<file path="config.mk">
export PLATFORM = sky130hd
export DESIGN_NAME = sorted_byte_list_flat
export DESIGN_NICKNAME = d
export VERILOG_FILES = /design/src/design/sbl_pkg.sv /design/src/design/sbl_req_if.sv /design/src/design/sbl_rsp_if.sv /design/src/design/sorted_byte_list.sv /design/src/flat_wrapper.sv
export SDC_FILE = /design/constraint.sdc
export NUM_CORES = 1
export LEC_CHECK = 0
export BUFFER_PORTS_ARGS = -buffer_cell sky130_fd_sc_hd__buf_2
export CORE_ASPECT_RATIO = 0.6
export CORE_MARGIN = 4
export CORE_UTILIZATION = 56
export CTS_CLUSTER_SIZE = 24
export DETAILED_ROUTE_END_ITERATION = 7
export PLACE_DENSITY = 0.86
export SETUP_SLACK_MARGIN = 0.3
export SLEW_MARGIN = 20
export SYNTH_ARGS = -nofsm -noshare
export SYNTH_HDL_FRONTEND = slang
export SYNTH_SLANG_ARGS = --single-unit
export TNS_END_PERCENT = 30
</file>
<file path="constraint.sdc">
create_clock -name clk -period 2.55 [get_ports clk]
set_input_delay 0.51 -clock clk [delete_from_list [all_inputs] [get_ports clk]]
set_output_delay 0.51 -clock clk [all_outputs]
set_load 0.05 [all_outputs]
</file>
<file path="src/design/sbl_pkg.sv">
// Types and codes shared by the sorted byte list design.
package sbl_pkg;

  localparam int COUNT_W = 6;

  localparam logic [1:0] OP_INSERT = 2'd0;
  localparam logic [1:0] OP_DELETE = 2'd1;
  localparam logic [1:0] OP_SEARCH = 2'd2;

  localparam logic [1:0] ST_DONE      = 2'd0;
  localparam logic [1:0] ST_FULL      = 2'd1;
  localparam logic [1:0] ST_NOT_FOUND = 2'd2;

  typedef enum logic [1:0] {
    S_IDLE,
    S_SCAN,
    S_LOAD
  } sbl_state_t;

  typedef struct packed {
    logic [1:0] opcode;
    logic [7:0] value;
  } sbl_req_t;

  typedef struct packed {
    logic [1:0]         status;
    logic [COUNT_W-1:0] entry_count;
    logic [COUNT_W-1:0] removed_count;
    logic [7:0]         prev_value;
    logic               has_prev;
    logic [7:0]         next_value;
    logic               has_next;
  } sbl_rsp_t;

endpackage

</file>
<file path="src/design/sbl_req_if.sv">
// Valid/ready channel that carries operation requests.
interface sbl_req_if;
  import sbl_pkg::*;

  logic     valid;
  logic     ready;
  sbl_req_t data;

  modport source(output valid, output data, input ready);
  modport sink(input valid, input data, output ready);
endinterface

</file>
<file path="src/design/sbl_rsp_if.sv">
// Valid/ready channel that carries operation results.
interface sbl_rsp_if;
  import sbl_pkg::*;

  logic     valid;
  logic     ready;
  sbl_rsp_t data;

  modport source(output valid, output data, input ready);
  modport sink(input valid, input data, output ready);
endinterface

</file>
<file path="src/design/sorted_byte_list.sv">
// Sorted byte list: holds up to CAPACITY byte values in ascending order in a
// single-port-write, single-port-read memory. Each accepted request (insert,
// delete all equal, search) yields one result. The list is walked by one
// read pointer, one entry per cycle, with a compare unit on the registered
// read data: insert walks down from the top and moves larger entries up by
// one, delete compacts the list in place, search stops at the first entry
// past the last match or at the end of the list. A full insert or an unused
// opcode skips the walk and goes straight to loading the result. Requests
// are not overlapped: in_chan.ready is high only while no operation is in
// progress, and a finished result may wait in the output register while the
// next request is accepted. No clearing pass is needed after reset.
module sorted_byte_list #(
  parameter int CAPACITY = 32
) (
  input  logic      clk,
  input  logic      rst_n,
  sbl_req_if.sink   in_chan,
  sbl_rsp_if.source out_chan
);
  import sbl_pkg::*;

  localparam int AW = $clog2(CAPACITY);
  localparam int CW = $clog2(CAPACITY + 1);

  logic [7:0] mem [CAPACITY];

  sbl_state_t state_r, state_nxt;
  logic [CW-1:0] cnt_r, cnt_nxt;
  logic [CW-1:0] rd_left_r, rd_left_nxt;
  logic [AW-1:0] rd_addr_r, rd_addr_nxt;
  logic          rvalid_r, rvalid_nxt;
  logic [7:0]    rdata_r;
  logic          out_valid_r, out_valid_nxt;
  sbl_rsp_t      out_data_r, out_data_nxt;

  logic [1:0]    op_r, op_nxt;
  logic [7:0]    val_r, val_nxt;
  logic [CW-1:0] wr_ptr_r, wr_ptr_nxt;
  logic [CW-1:0] removed_r, removed_nxt;
  logic [1:0]    res_status_r, res_status_nxt;
  logic          found_r, found_nxt;
  logic [7:0]    last_r, last_nxt;
  logic          last_vld_r, last_vld_nxt;
  logic [7:0]    prev_r, prev_nxt;
  logic          hasp_r, hasp_nxt;
  logic [7:0]    next_r, next_nxt;
  logic          hasn_r, hasn_nxt;

  logic          rd_en;
  logic          mem_we;
  logic [AW-1:0] mem_waddr;
  logic [7:0]    mem_wdata;
  logic          finish;

  assign in_chan.ready  = (state_r == S_IDLE);
  assign out_chan.valid = out_valid_r;
  assign out_chan.data  = out_data_r;

  always_comb begin
    state_nxt      = state_r;
    cnt_nxt        = cnt_r;
    rd_left_nxt    = rd_left_r;
    rd_addr_nxt    = rd_addr_r;
    out_valid_nxt  = out_valid_r && !out_chan.ready;
    out_data_nxt   = out_data_r;
    op_nxt         = op_r;
    val_nxt        = val_r;
    wr_ptr_nxt     = wr_ptr_r;
    removed_nxt    = removed_r;
    res_status_nxt = res_status_r;
    found_nxt      = found_r;
    last_nxt       = last_r;
    last_vld_nxt   = last_vld_r;
    prev_nxt       = prev_r;
    hasp_nxt       = hasp_r;
    next_nxt       = next_r;
    hasn_nxt       = hasn_r;
    mem_we         = 1'b0;
    mem_waddr      = '0;
    mem_wdata      = '0;
    finish         = 1'b0;

    rd_en = (state_r == S_SCAN) && (rd_left_r != '0);
    if (rd_en) begin
      rd_left_nxt = rd_left_r - CW'(1);
      rd_addr_nxt = (op_r == OP_INSERT) ? rd_addr_r - AW'(1) : rd_addr_r + AW'(1);
    end

    unique case (state_r)
      S_IDLE: begin
        if (in_chan.valid) begin
          op_nxt         = in_chan.data.opcode;
          val_nxt        = in_chan.data.value;
          removed_nxt    = '0;
          res_status_nxt = ST_DONE;
          found_nxt      = 1'b0;
          last_vld_nxt   = 1'b0;
          prev_nxt       = '0;
          hasp_nxt       = 1'b0;
          next_nxt       = '0;
          hasn_nxt       = 1'b0;
          rd_left_nxt    = cnt_r;
          state_nxt      = S_SCAN;
          if (in_chan.data.opcode == OP_INSERT) begin
            // Insert walks downward from the last entry.
            wr_ptr_nxt  = cnt_r;
            rd_addr_nxt = AW'(cnt_r - CW'(1));
            if (cnt_r >= CW'(CAPACITY)) begin
              res_status_nxt = ST_FULL;
              rd_left_nxt    = '0;
              state_nxt      = S_LOAD;
            end
          end else begin
            wr_ptr_nxt  = '0;
            rd_addr_nxt = '0;
            if (in_chan.data.opcode != OP_DELETE && in_chan.data.opcode != OP_SEARCH) begin
              rd_left_nxt = '0;
              state_nxt   = S_LOAD;
            end
          end
        end
      end

      S_SCAN: begin
        unique case (op_r)
          OP_INSERT: begin
            mem_waddr = wr_ptr_r[AW-1:0];
            if (rvalid_r && rdata_r > val_r) begin
              mem_we     = 1'b1;
              mem_wdata  = rdata_r;
              wr_ptr_nxt = wr_ptr_r - CW'(1);
            end else if (rvalid_r || rd_left_r == '0) begin
              // Hole found, or every entry was larger than the new value.
              mem_we    = 1'b1;
              mem_wdata = val_r;
              cnt_nxt   = cnt_r + CW'(1);
              finish    = 1'b1;
            end
          end
          OP_DELETE: begin
            if (rvalid_r) begin
              if (rdata_r == val_r) begin
                removed_nxt = removed_r + CW'(1);
              end else begin
                mem_we     = 1'b1;
                mem_waddr  = wr_ptr_r[AW-1:0];
                mem_wdata  = rdata_r;
                wr_ptr_nxt = wr_ptr_r + CW'(1);
              end
            end else if (rd_left_r == '0) begin
              cnt_nxt        = wr_ptr_r;
              res_status_nxt = (removed_r == '0) ? ST_NOT_FOUND : ST_DONE;
              finish         = 1'b1;
            end
          end
          OP_SEARCH: begin
            if (rvalid_r) begin
              if (!found_r) begin
                if (rdata_r == val_r) begin
                  found_nxt = 1'b1;
                  prev_nxt  = last_vld_r ? last_r : 8'd0;
                  hasp_nxt  = last_vld_r;
                end
                last_nxt     = rdata_r;
                last_vld_nxt = 1'b1;
              end else if (rdata_r != val_r) begin
                next_nxt = rdata_r;
                hasn_nxt = 1'b1;
                finish   = 1'b1;
              end
            end else if (rd_left_r == '0) begin
              res_status_nxt = found_r ? ST_DONE : ST_NOT_FOUND;
              finish         = 1'b1;
            end
          end
          default: finish = 1'b1;
        endcase
        if (finish) begin
          rd_left_nxt = '0;
          state_nxt   = S_LOAD;
        end
      end

      S_LOAD: begin
        if (!out_valid_r || out_chan.ready) begin
          out_valid_nxt              = 1'b1;
          out_data_nxt.status        = res_status_r;
          out_data_nxt.entry_count   = COUNT_W'(cnt_r);
          out_data_nxt.removed_count = COUNT_W'(removed_r);
          out_data_nxt.prev_value    = prev_r;
          out_data_nxt.has_prev      = hasp_r;
          out_data_nxt.next_value    = next_r;
          out_data_nxt.has_next      = hasn_r;
          state_nxt                  = S_IDLE;
        end
      end

      default: state_nxt = S_IDLE;
    endcase

    // A read issued in the cycle the scan ends is dropped.
    rvalid_nxt = rd_en && !finish;
  end

  always_ff @(posedge clk) begin
    if (!rst_n) begin
      state_r <= S_IDLE;
    end else begin
      state_r <= state_nxt;
    end
  end

  always_ff @(posedge clk) begin
    if (!rst_n) begin
      cnt_r       <= '0;
      rd_left_r   <= '0;
      rvalid_r    <= 1'b0;
      out_valid_r <= 1'b0;
    end else begin
      cnt_r       <= cnt_nxt;
      rd_left_r   <= rd_left_nxt;
      rvalid_r    <= rvalid_nxt;
      out_valid_r <= out_valid_nxt;
    end
  end

  always_ff @(posedge clk) begin
    rd_addr_r    <= rd_addr_nxt;
    out_data_r   <= out_data_nxt;
    op_r         <= op_nxt;
    val_r        <= val_nxt;
    wr_ptr_r     <= wr_ptr_nxt;
    removed_r    <= removed_nxt;
    res_status_r <= res_status_nxt;
    found_r      <= found_nxt;
    last_r       <= last_nxt;
    last_vld_r   <= last_vld_nxt;
    prev_r       <= prev_nxt;
    hasp_r       <= hasp_nxt;
    next_r       <= next_nxt;
    hasn_r       <= hasn_nxt;
  end

  always_ff @(posedge clk) begin
    if (mem_we) begin
      mem[mem_waddr] <= mem_wdata;
    end
    if (rd_en) begin
      rdata_r <= mem[rd_addr_r];
    end
  end

endmodule

</file>
<file path="src/flat_wrapper.sv">
// flat-port wrapper written by rule: the top's interface ports become plain ports
module sorted_byte_list_flat import sbl_pkg::*;
#(
  parameter int CAPACITY = 32
)
  (clk, rst_n, in_chan_valid, in_chan_data, in_chan_ready, out_chan_valid, out_chan_data, out_chan_ready);
  sbl_req_if in_chan_i ();
  sbl_rsp_if out_chan_i ();
  input  logic clk;
  input  logic rst_n;
  input wire logic [$bits(in_chan_i.valid)-1:0] in_chan_valid;
  input wire logic [$bits(in_chan_i.data)-1:0] in_chan_data;
  output wire logic [$bits(in_chan_i.ready)-1:0] in_chan_ready;
  output wire logic [$bits(out_chan_i.valid)-1:0] out_chan_valid;
  output wire logic [$bits(out_chan_i.data)-1:0] out_chan_data;
  input wire logic [$bits(out_chan_i.ready)-1:0] out_chan_ready;
  assign in_chan_i.valid = in_chan_valid;
  assign in_chan_i.data = in_chan_data;
  assign in_chan_ready = in_chan_i.ready;
  assign out_chan_valid = out_chan_i.valid;
  assign out_chan_data = out_chan_i.data;
  assign out_chan_i.ready = out_chan_ready;
  sorted_byte_list #(.CAPACITY(CAPACITY)) u_core (.clk(clk), .rst_n(rst_n), .in_chan(in_chan_i), .out_chan(out_chan_i));
endmodule
</file>
==> impl_results.md <==
* Clock power share at 35.6%
* Die X at 221 microns
* Crit-path max FO at 8
* Layout area overhead at 26.7%
* Post-synth EDFFs at 348
* Clock Path Buffers at 3
* Fmax at 376 MHz
* Post-Synthesis Cells at 851
* CTS H-tree lvls at 1
* Die area at 29,900 sq um
* Root Driver: clkbuf_16
* Final Hold Fails at 0
* Hold buffers post-CTS at 0
* Dpl cells at 1,335
* Period utilization at 104%
* Layout cells sized above 1 at 41.4%
* Ports at 48
* Synth Area in XOR/XNOR at 0.979%
* First-pass GRT wire length at 59,200 microns
* Share of the synthesized area in the top cell type at 68.7%
* Final setup violation count at 327
* Fin nets at 1,099
* Failing checks: setup timing
* Critical Setup Path Class: reg -> reg
* Status: complete, but fails checks
* Clock skew at 24.1 ps
* DP HPWL at 24,900 microns
* Max_slew headroom at 48.2%
* Worst-Margin Slew at 776 ps
* Detailed Routing Iterations Pass 1 at 5
* Worst setup SP type: flip-flop
* Library cells used by synthesis at 61
* Starting density of the core at 57.2%
* Mux cell area share after synthesis at 13.0%
* Post-route design area at 19,300 sq um
* DRC Markers at 0
* Synth Area in Adders at 2.40%
* Vias in the first global route at 8,975
* Switching pwr at 0.00353 W
* TNS Setup at -13,450 ps
* Slew Viols, Final at 0
* Num CTS Buffers at 31
* Setup slack at placement at -139 ps
* Vias per cell at 6.70
* Max rail drop VDD at 543 uV
* Mean Syn Cell Area at 17.9 sq um
* Synth Area in Compound Gates at 4.06%
* Area share of and/or/nand/nor cells after synthesis at 6.15%
* Grt total ovfl at 0
* Wirelength, routed at 43,100 microns
* Yosys reg bits at 369
* Area leader, netlist: edfxtp_1
* Die H at 136 microns
* Initial antenna violation count at 4
* DR iter-0 viols at 1,764
* Worst hold margin at 118 ps
* # diodes at 0
* Core box area at 26,600 sq um
* Worst endpoint data arrival time at 2970 ps
* Minimum clock period at 2660 ps
* Register area share after synthesis at 71.5%
* Sink Count at 369
* Final ANT Viol Nets at 0
* Leading cell type in the layout, fill and taps excluded: edfxtp_1
* FP Rows at 46
* Final cell count without fillers at 1,440
* Largest net degree at the start of global routing at 43
* Ys Warns at 0
* Ys async rst share at 0%
* Cell area after synthesis at 15,200 sq um
* PortBufs at 47
* Clock latency on the worst-skew pair at 580 ps
* Max_cap viols at 0
* Pwr dens at 727 nW/um^2
* RSZ-0062 raised after global routing: true
* Comb power frac at 14.7%
* Class of the most critical hold timing path: in -> reg
* Area after DPL at 17,100 sq um
* Leak at 6.14 nW
* Routed len/inst at 29.9 microns
* Register share of total power at 49.8%
* Fin worst setup slack at -109 ps
* Main combinational cell family by area after synthesis: multiplexers
* P_int at 0.0105 W
* Placer Congestion at 0.949
* Via count at 9,643
* CP Capture Type: flip-flop
* Net count after synthesis at 893
* Worst Path Required at 2860 ps
* CTS tree: done
* Most frequent cells in the layout: edfxtp_1, buf_4, mux4_2
* Synth top area cells: edfxtp_1, mux4_2, dfxtp_1, ha_1, nor2_1
* Reg clk slew, reported paths at 70 ps
* Fraction of power spent switching nets at 25.2%
* Synth Flop Type: edfxtp_1
* GRT Overall Usage at 27.0%
cell usage after synthesis (5+ instances only):
cell and count:
edfxtp_1 348, mux4_2 80, nor2_1 60, nand3_1 29, clkbuf_1 28, inv_1 27, ha_1 26, a21oi_1 22
nand2_1 22, dfxtp_1 21, o21ai_0 19, and3_1 13, mux2_2 12, xnor2_1 11, a22o_1 10, and2_1 10
nand4_1 8, nor2b_1 8, xor2_1 6, a22oi_1 5, nor3_1 5
worst max-delay path, cell delays in order, from the launching register on:
cell       delay, ps
edfxtp_1         430
inv_2            110
ha_4             210
nor2b_4          130
o211ai_1         230
buf_4            190
a21o_1           240
nand3_4          180
buf_6            190
a22o_4           280
clkbuf_16        190
cell families (layout without fill, tap and decap cells):
group | Yosys count | after routing
AOI/OAI and AO/OA | 91 | 93
xor gates and xnor gates | 17 | 17
adders and majority gates | 28 | 28
buffers and inverters | 68 | 295
DFF | 369 | 369
muxes | 96 | 96
and+or+nand+nor | 182 | 182
final timing paths:
check / startpoint / end / slack, ps / cells past startpoint
worst max-delay path: u_core.val_r[1] / u_core.mem[15][3] / -110 / 10
worst max register to register: u_core.val_r[1] / u_core.mem[15][3] / -110 / 10
worst min register to register: u_core.prev_r[1] / u_core.out_chan.data[11] / 420 / 0
worst min-delay path: in_chan_data[6] / u_core.val_r[6] / 120 / 1
routing by layer:
| layer | track usage [%] | routed length, microns |
|---|---|---|
| met2 | 39.4 | 19200 |
| met3 | 6.66 | 5720 |
| met5 | 0 | 20 |
| met4 | 5.33 | 1230 |
| met1 | 42.5 | 16900 |
final cells by class:
cell class | count | area (sq um)
tap | 360 | 450
fill | 1441 | 7320
inverter | 29 | 114
multi-input combinational | 416 | 4750
sequential | 369 | 10900
timing repair buffer | 210 | 2040
clock inverter | 20 | 243
clock buffer | 36 | 795
timing repair:
action	4_1_cts	5_1_grt
cloned	3	3
setup buffers	17	26
resized for setup	73	47
hold endpoints to repair	0	0
pin swaps	24	24
endpoints found under the setup margin	537	573
state kept, by name, indices dropped and copies added, names as in the netlist, 8 cells and up:
register,cells
u_core.val_r,8
u_core.last_r,8
u_core.next_r,8
u_core.rdata_r,8
u_core.mem,256
u_core.prev_r,8
u_core.out_chan.data,32
power by group through the flow:
stage               clock [W]  sequential (W)  combinational (W)
floorplan                   0         0.00720            0.00109
global placement            0         0.00707            0.00175
detailed placement          0         0.00708            0.00180
CTS                   0.00494         0.00696            0.00192
global route          0.00527         0.00698            0.00215
finish                0.00498         0.00697            0.00206
through the flow:
stage               utilization, %  total power, W
CTS                           70.5          0.0138
global route                  72.5          0.0144
finish                        72.5          0.0140
floorplan                        -         0.00829
detailed placement            64.4         0.00888
global placement              64.4         0.00882
Note: power is estimated with default switching activity, not from simulation.
